## src/rtl/fpid_pkg.sv

```systemverilog
package fpid_pkg;

  localparam int FRAC_BITS = 16;
  localparam int DATA_W    = 32;
  // product after the fraction shift, and the width of the three-term sum
  localparam int PROD_W    = 2 * DATA_W - FRAC_BITS;
  localparam int SUM_W     = PROD_W + 2;
  localparam int ADDR_W    = 5;

  typedef logic signed [DATA_W-1:0] word_t;
  typedef logic signed [PROD_W-1:0] prod_t;
  typedef logic signed [SUM_W-1:0]  sum_t;

  typedef enum logic [2:0] {
    REG_GAIN_PROP          = 3'd0,
    REG_GAIN_INTEGRAL_DT   = 3'd1,
    REG_GAIN_DERIV_OVER_DT = 3'd2,
    REG_LIMIT_LOW          = 3'd3,
    REG_LIMIT_HIGH         = 3'd4
  } reg_idx_t;

  typedef struct packed {
    word_t gain_prop;
    word_t gain_integral_dt;
    word_t gain_deriv_over_dt;
    word_t limit_low;
    word_t limit_high;
  } cfg_t;

  // terms of one word, held between the multiplier stage and the accumulator
  typedef struct packed {
    logic  func;
    prod_t p;
    prod_t ip;
    prod_t d;
    word_t pre;
  } terms_t;

  localparam word_t WORD_MIN = {1'b1, {(DATA_W-1){1'b0}}};
  localparam word_t WORD_MAX = {1'b0, {(DATA_W-1){1'b1}}};

  // saturating difference a - b
  function automatic word_t sat_diff(word_t a, word_t b);
    logic signed [DATA_W:0] x;
    x = {a[DATA_W-1], a} - {b[DATA_W-1], b};
    if (x[DATA_W] != x[DATA_W-1]) begin
      return x[DATA_W] ? WORD_MIN : WORD_MAX;
    end
    return x[DATA_W-1:0];
  endfunction

  // exact product, arithmetic shift right by the fraction bits
  function automatic prod_t fmul(word_t a, word_t b);
    logic signed [2*DATA_W-1:0] p;
    p = a * b;
    return PROD_W'(p >>> FRAC_BITS);
  endfunction

  // clamp: above low gives min(x, high), anything else gives low
  function automatic word_t lim(sum_t x, word_t lo, word_t hi);
    sum_t l;
    sum_t h;
    l = SUM_W'(lo);
    h = SUM_W'(hi);
    if (x > l) begin
      return (x < h) ? DATA_W'(x) : hi;
    end
    return lo;
  endfunction

endpackage

```

## src/rtl/fpid_acc.sv

```systemverilog
module fpid_acc (
  input  logic             clk,
  input  logic             rst,
  input  logic             terms_valid,
  input  fpid_pkg::terms_t terms,
  input  fpid_pkg::cfg_t   cfg,
  output logic             take,
  output logic             result_valid,
  input  logic             result_stall,
  output fpid_pkg::word_t  drive
);

  fpid_pkg::word_t integral_acc;
  fpid_pkg::word_t integral_next;
  fpid_pkg::word_t drive_next;
  fpid_pkg::sum_t  int_sum;
  fpid_pkg::sum_t  total;
  logic            out_free;
  logic            emit;

  assign out_free = !result_valid || !result_stall;
  // preset words need no output slot
  assign take     = terms_valid && (terms.func || out_free);
  assign emit     = take && !terms.func;

  always_comb begin
    int_sum       = fpid_pkg::SUM_W'(integral_acc) + fpid_pkg::SUM_W'(terms.ip);
    integral_next = fpid_pkg::lim(int_sum, cfg.limit_low, cfg.limit_high);
    total         = fpid_pkg::SUM_W'(terms.p) + fpid_pkg::SUM_W'(integral_next)
                  + fpid_pkg::SUM_W'(terms.d);
    drive_next    = fpid_pkg::lim(total, cfg.limit_low, cfg.limit_high);
  end

  always_ff @(posedge clk) begin
    if (rst) begin
      integral_acc <= '0;
      result_valid <= 1'b0;
    end else begin
      if (take) begin
        integral_acc <= terms.func ? terms.pre : integral_next;
      end
      if (emit) begin
        result_valid <= 1'b1;
      end else if (out_free) begin
        result_valid <= 1'b0;
      end
    end
  end

  always_ff @(posedge clk) begin
    if (emit) begin
      drive <= drive_next;
    end
  end

endmodule

```

## config.mk

```make
export PLATFORM = sky130hd
export DESIGN_NAME = fpid_acc
export DESIGN_NICKNAME = d
export VERILOG_FILES = /design/src/rtl/fpid_pkg.sv /design/src/rtl/fpid_acc.sv
export SDC_FILE = /design/constraint.sdc
export NUM_CORES = 1
export LEC_CHECK = 0
export ABC_AREA = 1
export ABC_CLOCK_PERIOD_IN_PS = 11200
export BUFFER_PORTS_ARGS = -buffer_cell sky130_fd_sc_hd__buf_4
export CAP_MARGIN = 20
export CORE_ASPECT_RATIO = 1.25
export CORE_MARGIN = 4
export CORE_UTILIZATION = 42
export CTS_CLUSTER_SIZE = 12
export DETAILED_ROUTE_END_ITERATION = 10
export PLACE_DENSITY = 0.64
export SYNTH_ARGS = -nofsm -noshare
export SYNTH_HDL_FRONTEND = slang
export SYNTH_SLANG_ARGS = --single-unit
```

## constraint.sdc

```tcl
create_clock -name clk -period 11.2 [get_ports clk]
set_clock_uncertainty 0.15 [all_clocks]
set_input_delay 2.24 -clock clk [delete_from_list [all_inputs] [get_ports clk]]
set_output_delay 2.24 -clock clk [all_outputs]
set_load 0.1 [all_outputs]
```

==> metrics.txt <==
routability cong. 1.01; sequential area share after synthesis 0.101; Min-Delay Endpoint integral_acc[28]; critical path type primary input to flip-flop; layout cells sized above 1 0.201; initial antenna violation count 1; Final setup viols 0; Max Slew Vio Count 0; critical path's top delay family simple AND/OR/NAND/NOR gates; final hold viol count 0; largest cells by area after synthesis ha_1 23%, nand2_1 19%, inv_1 7.9%, a21oi_1 7.3%, nand3_1 6.3%; clk_lat worst skew 0.35 ns; Vias per Instance 5.31; die width 183 microns; TritonCTS clock tree done; fin nets 3,760; worst-case hold slack 0.320 ns; DRC Markers 0; Synth area leader ha_1; Hold Buf Count CTS 0; Row Count 79; Synth top cells by count 798 x nand2_1, 340 x inv_1, 292 x ha_1; FF-to-FF Start integral_acc[31]; Worst R2R End drive[15]; # port buffers 278; Core ar. 37,600 sq um; FFs w/ async S/R, synth 0; via count 19,000; HPWL after detailed placement 55,300 microns; most frequent cell after synthesis nand2_1; Post-DRT Antenna Nets 0; Top FF cell, synth dfxtp_1; remaining global-route overflow 0; drt wl/cell 17.8 microns; CTS Buffer Depth 2; area growth from synthesis to layout 31.3%; total CTS buffers 9; Pre-antenna DRT Iters 7; Worst EP arrival 10.64 ns; final setup margin 0.491 ns; area taken by flip-flops and latches 1620 sq um; pre-CTS WS -0.390 ns; critical path's most frequent cell nand2_1; Crit Path Max Fanout 24; relative slew slack 0.320; synth unique cells 43; crit end category flip-flop; Buf/Inv on CP 9; post-synthesis cell count 2,598; IO Count 375; synth warn 0; Critical Path Max Stage Delay 0.57 ns; crit path time final 10.71 ns; largest net degree at the start of global routing 67; WP data required 11.13 ns; # H-tree levels 3; final-layout fill cell count 3,901; clk root buf clkbuf_16; share of the synthesized area in the top cell type 0.227; Post-Syn Area 16,100 sq um; Initial Util 0.428; Tcrit/Tclk final 0.956; global-route wire length before repair 95,900 microns; Starting DRT DRC Count 1,117; worst-margin pin slew 1.02 ns; clock-pin slew on the worst setup and hold paths 0.06 ns; R2R setup slack 2.01 ns; Hold Crit Start integral_acc[28]; max_cap viols 0; Min-Delay Path Class flip-flop to flip-flop; syn nets 3,281; Die Ht 227 microns; Yosys reg bits 65; WHS Path Cells 2; achievable clock frequency 93.4 MHz; clock tree sinks 65; status finished clean; vias in the first global route 18,400; Die ar. 41,500 sq um; startpoint types primary input; Antenna Cells 0; Post-synth EDFFs 32; Post-Route WL 63,500 microns; multi-input logic area 13,300 sq um; GRT Overall Usage 0.295; Reg2Reg Depth 47; synthesized area per cell 6.19 sq um; Slowest cell on crit path fa_1
==> layer usage <==
layer,vias to the layer above,routed length [microns],global-route usage
met2,602,31800,0.540
met4,2,3780,0.153
li1,9543,-,-
met3,122,3040,0.0257
met1,8683,25000,0.340
met5,-,17,0
==> cell usage in the layout (no fill, tap or decap), types with 11 or more instances in the layout <==
cell type	n
xnor2_1	25
xor2_1	45
nand2_2	26
a21oi_1	221
ha_1	279
o21ai_0	78
nand2_1	773
nor2_1	230
a21o_1	17
edfxtp_1	32
nand3_1	200
inv_1	339
dfxtp_1	33
nor3_1	20
a31oi_1	19
nand4_1	34
buf_4	503
fa_1	50
a21oi_2	11
==> registers in the layout (all words and copies together) (netlist names) <==
name and flops:
result_valid 1, drive 32, integral_acc 32
==> worst max path at each step <==
stage,to,cells past startpoint,start,slack (ns)
2_1_floorplan,drive[31],61,terms[80],1.15
3_3_place_gp,drive[15],62,terms[80],-0.15
3_5_place_dp,drive[15],60,terms[80],-0.39
4_1_cts,drive[15],60,terms[80],0.009
5_1_grt,drive[15],67,terms[80],-0.02
6_report,drive[15],57,terms[94],0.49
==> worst min-delay path: cells and delay by family (launching register included) <==
family | cells | cell delay (ns)
flops | 1 | 0.31
simple gates | 1 | 0.06
compound gates | 1 | 0.05
==> what timing repair did <==
item / 4_1_cts / 5_1_grt
gates resized for setup: 1 / 93
pin swaps: 0 / 22
buffers inserted: 0 / 10
setup endpoints to repair: 9 / 32
==> layout make-up <==
type / instances / share of cell area
Inverter: 342 / 0.0608
Multi-Input combinational cell: 2145 / 0.631
Timing Repair Buffer: 514 / 0.189
Clock buffer: 13 / 0.0128
Clock inverter: 3 / 0.000711
Sequential cell: 65 / 0.0768
Tap cell: 486 / 0.0288
==> cell families after synthesis <==
kind of cell | after synthesis | synth area share
simple gates | 1325 | 0.338
compound gates | 406 | 0.138
buf+inv | 388 | 0.0940
fa+ha+maj | 342 | 0.290
xor+xnor | 72 | 0.0392
flops | 65 | 0.101
==> through the flow <==
stage / instances / utilization / cell area, sq um / TNS, ns
floorplan: 2598 / - / 16100 / 0
global placement: 3542 / 0.542 / 20400 / -3.54
detailed placement: 3542 / 0.542 / 20400 / -11.01
CTS: 3558 / 0.550 / 20600 / 0
global route: 3568 / 0.562 / 21100 / -0.0297
finish: 3568 / 0.562 / 21100 / 0
Power is left out: the tool's default activity adds up to more than one toggle a clock period on the data nets, which glitch-free logic cannot reach.
