<file path="src/rtl/fpid_pkg.sv">
package fpid_pkg;

  localparam int FRAC_BITS = 16;
  localparam int DATA_W    = 32;
  // product after the fraction shift, and the width of the three-term sum
  localparam int PROD_W    = 2 * DATA_W - FRAC_BITS;
  localparam int SUM_W     = PROD_W + 2;
  localparam int ADDR_W    = 5;

  typedef logic signed [DATA_W-1:0] word_t;
  typedef logic signed [PROD_W-1:0] prod_t;
  typedef logic signed [SUM_W-1:0]  sum_t;

  typedef enum logic [2:0] {
    REG_GAIN_PROP          = 3'd0,
    REG_GAIN_INTEGRAL_DT   = 3'd1,
    REG_GAIN_DERIV_OVER_DT = 3'd2,
    REG_LIMIT_LOW          = 3'd3,
    REG_LIMIT_HIGH         = 3'd4
  } reg_idx_t;

  typedef struct packed {
    word_t gain_prop;
    word_t gain_integral_dt;
    word_t gain_deriv_over_dt;
    word_t limit_low;
    word_t limit_high;
  } cfg_t;

  // terms of one word, held between the multiplier stage and the accumulator
  typedef struct packed {
    logic  func;
    prod_t p;
    prod_t ip;
    prod_t d;
    word_t pre;
  } terms_t;

  localparam word_t WORD_MIN = {1'b1, {(DATA_W-1){1'b0}}};
  localparam word_t WORD_MAX = {1'b0, {(DATA_W-1){1'b1}}};

  // saturating difference a - b
  function automatic word_t sat_diff(word_t a, word_t b);
    logic signed [DATA_W:0] x;
    x = {a[DATA_W-1], a} - {b[DATA_W-1], b};
    if (x[DATA_W] != x[DATA_W-1]) begin
      return x[DATA_W] ? WORD_MIN : WORD_MAX;
    end
    return x[DATA_W-1:0];
  endfunction

  // exact product, arithmetic shift right by the fraction bits
  function automatic prod_t fmul(word_t a, word_t b);
    logic signed [2*DATA_W-1:0] p;
    p = a * b;
    return PROD_W'(p >>> FRAC_BITS);
  endfunction

  // clamp: above low gives min(x, high), anything else gives low
  function automatic word_t lim(sum_t x, word_t lo, word_t hi);
    sum_t l;
    sum_t h;
    l = SUM_W'(lo);
    h = SUM_W'(hi);
    if (x > l) begin
      return (x < h) ? DATA_W'(x) : hi;
    end
    return lo;
  endfunction

endpackage

</file>
<file path="src/rtl/fpid_cfg.sv">
module fpid_cfg (
  input  logic                       clk,
  input  logic                       rst,
  input  logic                       psel,
  input  logic                       penable,
  input  logic                       pwrite,
  input  logic [fpid_pkg::ADDR_W-1:0] paddr,
  input  logic [31:0]                pwdata,
  output logic [31:0]                prdata,
  output logic                       pready,
  output fpid_pkg::cfg_t             cfg
);

  fpid_pkg::reg_idx_t idx;
  logic               wr;

  assign idx    = fpid_pkg::reg_idx_t'(paddr[fpid_pkg::ADDR_W-1:2]);
  assign wr     = psel && penable && pwrite;
  assign pready = 1'b1;

  always_ff @(posedge clk) begin
    if (rst) begin
      cfg.gain_prop          <= '0;
      cfg.gain_integral_dt   <= '0;
      cfg.gain_deriv_over_dt <= '0;
      cfg.limit_low          <= fpid_pkg::WORD_MIN;
      cfg.limit_high         <= fpid_pkg::WORD_MAX;
    end else if (wr) begin
      unique case (idx)
        fpid_pkg::REG_GAIN_PROP:          cfg.gain_prop          <= pwdata;
        fpid_pkg::REG_GAIN_INTEGRAL_DT:   cfg.gain_integral_dt   <= pwdata;
        fpid_pkg::REG_GAIN_DERIV_OVER_DT: cfg.gain_deriv_over_dt <= pwdata;
        fpid_pkg::REG_LIMIT_LOW:          cfg.limit_low          <= pwdata;
        fpid_pkg::REG_LIMIT_HIGH:         cfg.limit_high         <= pwdata;
        default: ;
      endcase
    end
  end

  always_comb begin
    unique case (idx)
      fpid_pkg::REG_GAIN_PROP:          prdata = cfg.gain_prop;
      fpid_pkg::REG_GAIN_INTEGRAL_DT:   prdata = cfg.gain_integral_dt;
      fpid_pkg::REG_GAIN_DERIV_OVER_DT: prdata = cfg.gain_deriv_over_dt;
      fpid_pkg::REG_LIMIT_LOW:          prdata = cfg.limit_low;
      fpid_pkg::REG_LIMIT_HIGH:         prdata = cfg.limit_high;
      default:                          prdata = '0;
    endcase
  end

endmodule

</file>
<file path="config.mk">
export PLATFORM = sky130hd
export DESIGN_NAME = fpid_cfg
export DESIGN_NICKNAME = d
export VERILOG_FILES = /design/src/rtl/fpid_pkg.sv /design/src/rtl/fpid_cfg.sv
export SDC_FILE = /design/constraint.sdc
export NUM_CORES = 1
export LEC_CHECK = 0
export ABC_AREA = 1
export BUFFER_PORTS_ARGS = -buffer_cell sky130_fd_sc_hd__buf_4
export CORE_UTILIZATION = 50
export CTS_CLUSTER_SIZE = 40
export DETAILED_ROUTE_END_ITERATION = 12
export PLACE_DENSITY_LB_ADDON = 0.12
export SLEW_MARGIN = 20
export SYNTH_ARGS = -nofsm -noshare
export SYNTH_HDL_FRONTEND = slang
export SYNTH_SLANG_ARGS = --single-unit
</file>
<file path="constraint.sdc">
create_clock -name clk -period 2.8 [get_ports clk]
set_input_delay 0.7 -clock clk [delete_from_list [all_inputs] [get_ports clk]]
set_output_delay 0.7 -clock clk [all_outputs]
set_load 0.05 [all_outputs]
</file>
==> key figures, run 1 <==
Logic synthesis
  • Mapped Area: slightly above 8000 sq um
  • Synthesis-stage register bit count: 160
  • Dominant cell type by area after synthesis: dfxtp_1
  • Post-synth ARST share: 0
  • Top_reg_cell synth: dfxtp_1
  • Unique masters post-synth: 24
  • Synthesized area per cell: 6.51 sq um
  • Number of flops mapped to enable cells by yosys: 0
  • Post-synth top area share: 0.397
  • Post-Synthesis Cells: 1239
  • Yosys Warn Count: 0
  • Sequential fraction of the synthesis area: 0.397
  • Cells taking the most area after synthesis: dfxtp_1 (40%), nand2_1 (17%), nor2_1 (14%)
  • Syn_nets: 1281

Place
  • Gpl congestion: between 0.8 and 0.9
  • I/O Buffers: 231
  • HPWL Detailed: 16400 um
  • Place WS: 0.177 ns

Setup path
  • Critical Path End Type: output pin
  • Kind of critical path: in2out
  • CP required: 2.10 ns
  • CP startpoint kind: input port
  • Worst Path Arrival: 1.93 ns
  • Critical Path Fanout Max: 20

Drt
  • Initial DRT Pass Iterations: 5
  • Number of remaining DRC errors: 0
  • DR iter-0 viols: 718
  • Wire per inst: 15.7 um
  • Total vias in the final route: ~8500
  • DRT antenna net count: 0
  • Routed Wire Length: 26100 um
  • Via-to-Cell Ratio: 5.13

Pwr
  • Peak supply drop: 396 uV
  • Pwr dens: 508 nW/um^2
  • P_leak: about 5.1 nW

Clocking
  • Clock buffer count from CTS: 17
  • Skew-Pair Late Insertion Delay: 0.41 ns
  • Clk root buf: clkbuf_16
  • # resized after CTS: 0
  • Reg clk slew, reported paths: 0.06 ns
  • Post-CTS Setup Inserts: 0
  • Post-CTS Hold Fix Bufs: 0
  • Clock buffer depth: 2
  • # clock sinks: 160
  • TritonCTS clock tree: built
  • H-tree levels: 4

GRT
  • Largest net degree at the start of global routing: 69
  • Vias in the first global route: 7383
  • Remaining global-route overflow: 0
  • First-pass GRT wire length: 39700 um
  • Initial antenna violation count: 0
  • GR Util All Layers: 0.311

Finish
  • Top Registers: cfg (160)
  • Area taken by multi-input logic gates: around 3900 sq um
  • Nets@finish: 1476
  • Area Overhead vs Synth: 29.3%
  • Sequential cell area: 3200 sq um
  • Fraction of layout cells with a size suffix above 1: 0.219
  • Filler Cell Count: 1496
  • Most flops, register: cfg
  • Largest register FFs: 160
  • N_diodes: 0

Die
  • Total I/O pin count: between 200 and 250
  • DIE AREA: roughly 17000 sq um
  • Core Area: 15800 sq um
  • Die width: 129 um
  • Initial Util: 0.510
  • Die Y: 129 um
  • Row cnt: 46

Timing
  • Max-slew headroom: 0.665
  • Tcrit/Tclk final: 0.940
  • Fin. Hold Viols: 0
  • Peak Freq: 380 MHz
  • Final setup TNS: 0 ns
  • Tightest Pin Transition: 0.503 ns
  • RSZ-0062 raised after global routing: no
  • Fin Clk Skew: 0 ns
  • Final setup vio count: 0
  • Max-slew violation count: 0
  • Fin crit period: 2.63 ns
  • Setup ws final: 0.168 ns

Hold path
  • Worst min-delay path class: reg2reg

Job
  • Total of max-cap violations: 0

Status
  • Outcome: completed
==> where the power goes <==
group	switching [mW]	internal [mW]
combinational	0.517	0.214
clock	0.920	1.31
sequential	0.0252	2.31
total	1.46	3.83
==> critical path, cell delays in order <==
cell     delay [ns]
buf_4          0.13
inv_6          0.20
nand3_4        0.35
nor2_1         0.18
nor2_1         0.10
nand2_1        0.07
buf_4          0.19
==> area by class of cell <==
class | count | share of cell area
clock buffers | 23 | 0.0468
flip-flops and latches | 160 | 0.307
repair buffers | 264 | 0.206
clock inverters | 9 | 0.00792
multi-input cells | 917 | 0.379
inverters | 74 | 0.0280
well taps | 216 | 0.0259
==> Yosys cell counts, types with 3 or more instances <==
master	count
buf_1	9
buf_2	14
buf_4	27
buf_6	23
clkbuf_1	14
dfxtp_1	160
inv_1	68
nand2_1	369
nand2_2	3
nand3_1	175
nand3_4	4
nand4_1	46
nor2_1	306
nor2_4	6
==> logic make-up (layout without fill, tap and decap cells) <==
kind of cell	Yosys count	count (layout)	synth area share
buffers and inverters	162	370	0.115
AO/OA/AOI/OAI	1	1	0.000620
AND/OR/NAND/NOR	915	915	0.487
other	1	1	0.000465
flip-flops	160	160	0.397
==> cells in the final DEF, fill, tap and decap left out, types with 3 or more instances in the layout <==
| master | n |
|---|---|
| buf_12 | 13 |
| nand2_1 | 369 |
| nor2_1 | 306 |
| clkinv_2 | 4 |
| inv_1 | 68 |
| dfxtp_1 | 160 |
| buf_4 | 251 |
| nand3_4 | 4 |
| clkbuf_16 | 17 |
| clkbuf_8 | 4 |
| nand4_1 | 46 |
| nand3_1 | 175 |
| clkinvlp_4 | 5 |
| nor2_4 | 8 |
| nand2_2 | 3 |
==> final timing paths <==
path         slack (ns)                  start                    end  depth (start not counted)
min                0.49   cfg[28]$_SDFFE_PP1P_   cfg[28]$_SDFFE_PP1P_                          2
min reg2reg        0.49   cfg[28]$_SDFFE_PP1P_   cfg[28]$_SDFFE_PP1P_                          2
max                0.17               paddr[4]              prdata[5]                          7
max reg2reg        2.17  cfg[116]$_SDFFE_PP0P_  cfg[116]$_SDFFE_PP0P_                          2
==> through the flow <==
step / area (sq um) / total power [mW] / utilization / hold WS [ns] / std cells
after floorplan: 8070 / 2.88 / - / 0.696 / 1239
after detailed placement: 9860 / 3.11 / 0.623 / 0.474 / 1631
after global routing: 10400 / 5.48 / 0.659 / 0.496 / 1663
final: 10400 / 5.30 / 0.659 / 0.487 / 1663
after global placement: 9860 / 3.10 / 0.623 / 0.469 / 1631
after CTS: 10400 / 5.32 / 0.659 / 0.488 / 1663
==> metal layers <==
metal / global-route usage / share of wire / up-vias
li1: - / - / 4264
met1: 0.412 / 0.43 / 3899
met2: 0.510 / 0.47 / 345
met3: 0.0764 / 0.089 / 24
met4: 0.0775 / 0.0093 / 0
met5: 0 / 0 / -
Note: power is estimated with default switching activity, not from simulation.
==> run 2: changes to the inputs <==
--- a/config.mk
+++ b/config.mk
@@ -7,7 +7,7 @@
 export LEC_CHECK = 0
 export ABC_AREA = 1
 export BUFFER_PORTS_ARGS = -buffer_cell sky130_fd_sc_hd__buf_4
-export CORE_UTILIZATION = 50
+export CORE_UTILIZATION = 56
 export CTS_CLUSTER_SIZE = 40
 export DETAILED_ROUTE_END_ITERATION = 12
 export PLACE_DENSITY_LB_ADDON = 0.12
==> run 2 against run 1 <==
Effect of this change: combinational power about the same; hold slack worse by 0.00052 ns; power up 2.4%; clock power up 6%; clock skew unchanged; first-iteration DRC count up 31%; largest power group is now the clock network.
==> key figures, run 2 (synthesis gave the netlist of run 1 again) <==
Finish
  • Fraction of layout cells with a size suffix above 1: 0.220 (+0.000539)
  • Most frequent cells in the layout: nand2_1 (369), nor2_1 (306), buf_4 (251), nand3_1 (175), dfxtp_1 (160)
  • Commonest non-fill, non-tap cell in the layout: nand2_1
  • Most flops, register: cfg
  • Area Overhead vs Synth: 29.3% (about the same)
  • Fin util: 0.746 (+0.0868)
  • Layout Cells excl Fill: 1628 (-2.1%)
  • N_diodes: 0 (unchanged)
  • Top Registers: cfg (160)
  • Largest register FFs: 160 (unchanged)
  • Nets@finish: 1477 (+0.068%)

Place
  • Place WS: 0.184 ns (+0.00635 ns)
  • I/O Buffers: 231 (unchanged)
  • Gpl congestion: 0.834 (+2.5%)
  • HPWL Detailed: 16200 um (-1.3%)
  • Dpl cells: 1596 (-2.1%)

GRT
  • Remaining global-route overflow: 0 (unchanged)
  • Largest net degree at the start of global routing: 64 (-7.2%)
  • Initial antenna violation count: 0 (unchanged)
  • First-pass GRT wire length: 39000 um (-1.6%)
  • GR Util All Layers: 0.341 (+0.0293)
  • Vias in the first global route: 7573 (+2.6%)

Clocking
  • # resized after CTS: 0 (unchanged)
  • Post-CTS Setup Inserts: 0 (unchanged)
  • Clk root buf: clkbuf_16
  • TritonCTS clock tree: built
  • Reg clk slew, reported paths: 0.06 ns (about the same)
  • Clock buffer depth: 2 (unchanged)
  • H-tree levels: 4 (unchanged)
  • # clock sinks: 160 (unchanged)
  • Skew-Pair Late Insertion Delay: 0.43 ns (+0.02 ns)
  • Clock buffer count from CTS: 17 (unchanged)
  • Post-CTS Hold Fix Bufs: 0 (unchanged)

Setup path
  • Critical Path End Type: output pin
  • Critical Path Fanout Max: 18 (-10%)
  • CP peak stage delay: 0.26 ns (-0.09 ns)
  • Worst Path Arrival: 1.91 ns (-0.02 ns)
  • CP required: 2.10 ns (about the same)
  • Critical path, cell by cell: buf_4 > clkinv_1 > buf_4 > nand3_4 > nor2_1 > nor2_1 > nand2_1 > buf_4
  • Kind of critical path: in2out
  • CP startpoint kind: input port
  • Worst Reg-to-Reg Cells: 2 (unchanged)
  • Most used cell, CP: buf_4
  • Slowest stage cell, crit path: nand3_4

Drt
  • DRT antenna net count: 0 (unchanged)
  • Number of remaining DRC errors: 0 (unchanged)
  • Via-to-Cell Ratio: 5.28 (+2.9%)
  • Initial DRT Pass Iterations: 5 (unchanged)
  • DR iter-0 viols: 940 (+31%)
  • Wire per inst: 15.3 um (-2.1%)
  • Routed Wire Length: 25000 um (-4.1%)
  • Total vias in the final route: 8597 (+0.76%)

Die
  • Row cnt: 43 (-6.5%)
  • Die width: 122 um (-5.4%)
  • Total I/O pin count: 235 (unchanged)
  • DIE AREA: 14900 sq um (-11%)
  • Die Y: 122 um (-5.4%)
  • Initial Util: 0.577 (+0.0670)
  • Core Area: 14000 sq um (-12%)

Timing
  • RSZ-0062 raised after global routing: no
  • Final setup TNS: 0 ns (unchanged)
  • Tcrit/Tclk final: 0.932 (-0.00800)
  • Fin. Hold Viols: 0 (unchanged)
  • Fin crit period: 2.61 ns (-0.0224 ns)
  • Peak Freq: 383 MHz (+0.86%)
  • Fin Clk Skew: 0 ns (unchanged)
  • Setup ws final: 0.191 ns (+0.0224 ns)
  • Max-slew violation count: 0 (unchanged)
  • Final setup vio count: 0 (unchanged)

Job
  • Total of max-cap violations: 0 (unchanged)

Pwr
  • P_leak: 5.16 nW (+0.54%)
  • Overall power: 5.42 mW (+2.4%)
  • Pwr dens: 520 nW/um^2 (+2.4%)
  • Peak supply drop: 392 uV (-1.1%)

Status
  • Outcome: completed

Hold path
  • Worst min-delay path class: reg2reg
  • Hold Path Cell Cnt: 2 (unchanged)
[run 2: cell count changes in the layout (fill, tap and decap cells not counted)]
cell,change
clkinv_2,+2
clkinvlp_4,-2
bufinv_16,+2
buf_12,+1
clkbuf_8,-2
[run 2: path summary, 6_finish.rpt]
kind                                             from                    end  slack [ns]
worst min-delay path             cfg[23]$_SDFFE_PP1P_   cfg[23]$_SDFFE_PP1P_        0.49
worst max register to register  cfg[101]$_SDFFE_PP0P_  cfg[101]$_SDFFE_PP0P_        2.14
worst max-delay path                         paddr[3]              prdata[7]        0.19
worst min register to register   cfg[23]$_SDFFE_PP1P_   cfg[23]$_SDFFE_PP1P_        0.49
[run 2: power breakdown]
group	switching [mW]	internal [mW]	total, mW
clock	0.919	1.44	2.36
combinational	0.513	0.217	0.730
sequential	0.0252	2.31	2.33
total	1.46	3.96	5.42
[run 2: per-stage QoR]
stage / hold WS [ns] / cell area (sq um)
after floorplan: 0.696 / 8070
after global routing: 0.493 / 10400
after global placement: 0.467 / 9830
after CTS: 0.484 / 10400
after detailed placement: 0.473 / 9830
final: 0.487 / 10400
[run 2: cell type report]
cell class | instances | area, sq um
clock buffer | 21 | 460
clock inverter | 11 | 138
fill | 1180 | 3560
inverter | 74 | 292
multi-input combinational | 917 | 3950
sequential | 160 | 3200
tap | 180 | 225
timing repair buffer | 265 | 2160
[run 2: per-layer routing]
layer	up-vias	wire, um	track usage
met5	-	0	0
met4	0	624	0.144
met3	54	2500	0.0824
met2	425	11500	0.531
met1	3858	10400	0.448
li1	4260	-	-
[run 2: critical path: cells and delay by family]
| family | cells | cell delay, ns |
|---|---|---|
| buffers and inverters | 4 | 0.63 |
| AND/OR/NAND/NOR | 4 | 0.58 |
==> run 3: changes to the inputs <==
--- a/config.mk
+++ b/config.mk
@@ -7,6 +7,7 @@
 export LEC_CHECK = 0
 export ABC_AREA = 1
 export BUFFER_PORTS_ARGS = -buffer_cell sky130_fd_sc_hd__buf_4
+export CORE_ASPECT_RATIO = 1.5
 export CORE_UTILIZATION = 56
 export CTS_CLUSTER_SIZE = 40
 export DETAILED_ROUTE_END_ITERATION = 12
==> run 3 against run 2 <==
Effect of this change: combinational power is essentially flat; hold slack lost 0.0022 ns; clock-buffer cell count shrank 1; highest routed layer unchanged; first-iteration DRC count shrank 45%; utilization shrank 0.52 points; clock skew is the same; sequential cell count is the same; largest cell class unchanged; register-to-register slack is essentially flat; routed wire length grew 2.8%; sequential share of layout area grew 0.063 points; global-route usage shrank 0.071 points; setup slack lost 0.078 ns.
==> key figures, run 3 (synthesis gave the netlist of run 1 again) <==
Setup path
  • CP startpoint kind: input port
  • Critical Path Fanout Max: 18 (unchanged)
  • CP peak stage delay: 0.30 ns (+0.04 ns)
  • Worst Path Arrival: 1.99 ns (+0.08 ns)
  • Critical path, cell by cell: buf_4 > clkinv_1 > nand3_4 > nor2_1 > nor2_1 > nand2_1 > buf_4
  • Crit path buf inv count: 3 (-1)
  • Critical Path End Type: output pin
  • Slowest stage cell, crit path: nand3_4
  • CP required: 2.10 ns (about the same)
  • Kind of critical path: in2out
  • Crit path max-delay family: simple AND/OR/NAND/NOR gates

Die
  • DIE AREA: 14900 sq um (about the same)
  • Row cnt: 53 (+23%)
  • Die width: 100 um (-18%)
  • Die Y: 149 um (+22%)
  • Core Area: 14100 sq um (+0.50%)
  • Total I/O pin count: 235 (unchanged)
  • Initial Util: 0.574 (-0.00287)

Clocking
  • # resized after CTS: 0 (unchanged)
  • Post-CTS Setup Inserts: 0 (unchanged)
  • Reg clk slew, reported paths: 0.07 ns (about the same)
  • Clock buffer depth: 2 (unchanged)
  • Clk root buf: clkbuf_16
  • Skew-Pair Late Insertion Delay: 0.42 ns (about the same)
  • TritonCTS clock tree: built
  • H-tree levels: 4 (unchanged)
  • # clock sinks: 160 (unchanged)
  • Clock buffer count from CTS: 17 (unchanged)
  • Post-CTS Hold Fix Bufs: 0 (unchanged)

GRT
  • GR Util All Layers: 0.340 (-0.000707)
  • Vias in the first global route: 7592 (+0.25%)
  • Initial antenna violation count: 0 (unchanged)
  • Largest net degree at the start of global routing: 57 (-11%)
  • First-pass GRT wire length: 39200 um (+0.42%)
  • Remaining global-route overflow: 0 (unchanged)

Pwr
  • Overall power: 5.35 mW (-1.3%)
  • Pwr dens: 514 nW/um^2 (-1.1%)
  • Sequential share of power: 0.435 (+0.005)
  • P_leak: 5.15 nW (-0.12%)
  • Sw power: 1.54 mW (+5.5%)
  • Peak supply drop: 376 uV (-4.1%)
  • Clock share of power: 0.428 (-0.007)
  • Gate power share: 0.136 (about the same)
  • Sw Ratio: 0.287 (+0.0185)
  • Internal Pwr Total: 3.81 mW (-3.8%)

Finish
  • Commonest non-fill, non-tap cell in the layout: nand2_1
  • Sequential cell area: 3200 sq um (unchanged)
  • Most frequent cells in the layout: nand2_1 (369), nor2_1 (306), buf_4 (259), nand3_1 (175), dfxtp_1 (160)
  • Largest register FFs: 160 (unchanged)
  • Area Overhead vs Synth: 29.0%
  • Filler Cell Count: 1210 (+2.5%)
  • N_diodes: 0 (unchanged)
  • Most flops, register: cfg
  • Fraction of layout cells with a size suffix above 1: 0.222 (+0.00284)
  • Nets@finish: 1481 (+0.27%)
  • Top Registers: cfg (160)
  • Area taken by multi-input logic gates: 3950 sq um (unchanged)

Timing
  • Max-slew headroom: 0.660
  • Final setup TNS: 0 ns (unchanged)
  • Final setup vio count: 0 (unchanged)
  • Tcrit/Tclk final: 0.960 (+0.0278)
  • Tightest Pin Transition: 0.509 ns
  • Peak Freq: 372 MHz (-2.9%)
  • Fin Clk Skew: 0 ns (unchanged)
  • Fin. Hold Viols: 0 (unchanged)
  • Max-slew violation count: 0 (unchanged)
  • Fin crit period: 2.69 ns (+0.0778 ns)
  • RSZ-0062 raised after global routing: no

Drt
  • Total vias in the final route: 8701 (+1.2%)
  • Routed Wire Length: 25700 um (+2.8%)
  • Via-to-Cell Ratio: 5.29 (+0.22%)
  • Initial DRT Pass Iterations: 5 (unchanged)
  • DR iter-0 viols: 521 (-45%)
  • Number of remaining DRC errors: 0 (unchanged)
  • DRT antenna net count: 0 (unchanged)
  • Wire per inst: 15.6 um (+1.8%)

Place
  • HPWL Detailed: 17100 um (+5.3%)
  • I/O Buffers: 231 (unchanged)
  • Gpl congestion: 0.900 (+7.9%)

Status
  • Outcome: completed

Job
  • Total of max-cap violations: 0 (unchanged)

Hold path
  • Worst min-delay path class: reg2reg
## run 3: worst register-to-register path, delay by kind of cell (launching register included)
family,cells,cell delay [ns]
and+or+nand+nor,2,0.22
DFF,1,0.33
## run 3: worst paths after layout
path	end	slack, ns	depth (start not counted)	startpoint
min	cfg[9]$_SDFFE_PP1P_	0.48	2	cfg[9]$_SDFFE_PP1P_
min reg2reg	cfg[9]$_SDFFE_PP1P_	0.48	2	cfg[9]$_SDFFE_PP1P_
max reg2reg	cfg[62]$_SDFFE_PP0P_	2.14	2	cfg[62]$_SDFFE_PP0P_
max	prdata[24]	0.11	7	paddr[3]
## run 3: power by group through the flow
stage               combinational, mW  sequential, mW  clock, mW
floorplan                       0.398            2.48          0
global placement                0.715            2.38          0
detailed placement              0.721            2.38          0
CTS                             0.723            2.33       2.30
global route                    0.776            2.33       2.39
finish                          0.730            2.33       2.29
## run 3: area by class of cell
type | instances | area share
Multi-Input combinational cell | 917 | 0.379
Timing Repair Buffer | 269 | 0.206
Clock buffer | 20 | 0.0439
Sequential cell | 160 | 0.308
Clock inverter | 12 | 0.0120
Inverter | 74 | 0.0280
Tap cell | 192 | 0.0231
## run 3: layer usage
layer | up-vias | part of all wire | GRT usage
met4 | 0 | 0.040 | 0.169
met2 | 395 | 0.50 | 0.580
li1 | 4268 | - | -
met1 | 3973 | 0.39 | 0.416
met3 | 65 | 0.070 | 0.0511
met5 | - | 0 | 0
## run 3: through the flow
step	hold slack (ns)	setup WS (ns)	std cells	cell area, sq um	utilization
2_1_floorplan	0.696	0.279	1239	8070	-
3_3_place_gp	0.466	0.165	1612	9830	0.699
3_5_place_dp	0.469	0.150	1612	9830	0.699
4_1_cts	0.484	0.149	1644	10400	0.740
5_1_grt	0.490	0.0846	1644	10400	0.740
6_report	0.485	0.113	1644	10400	0.740
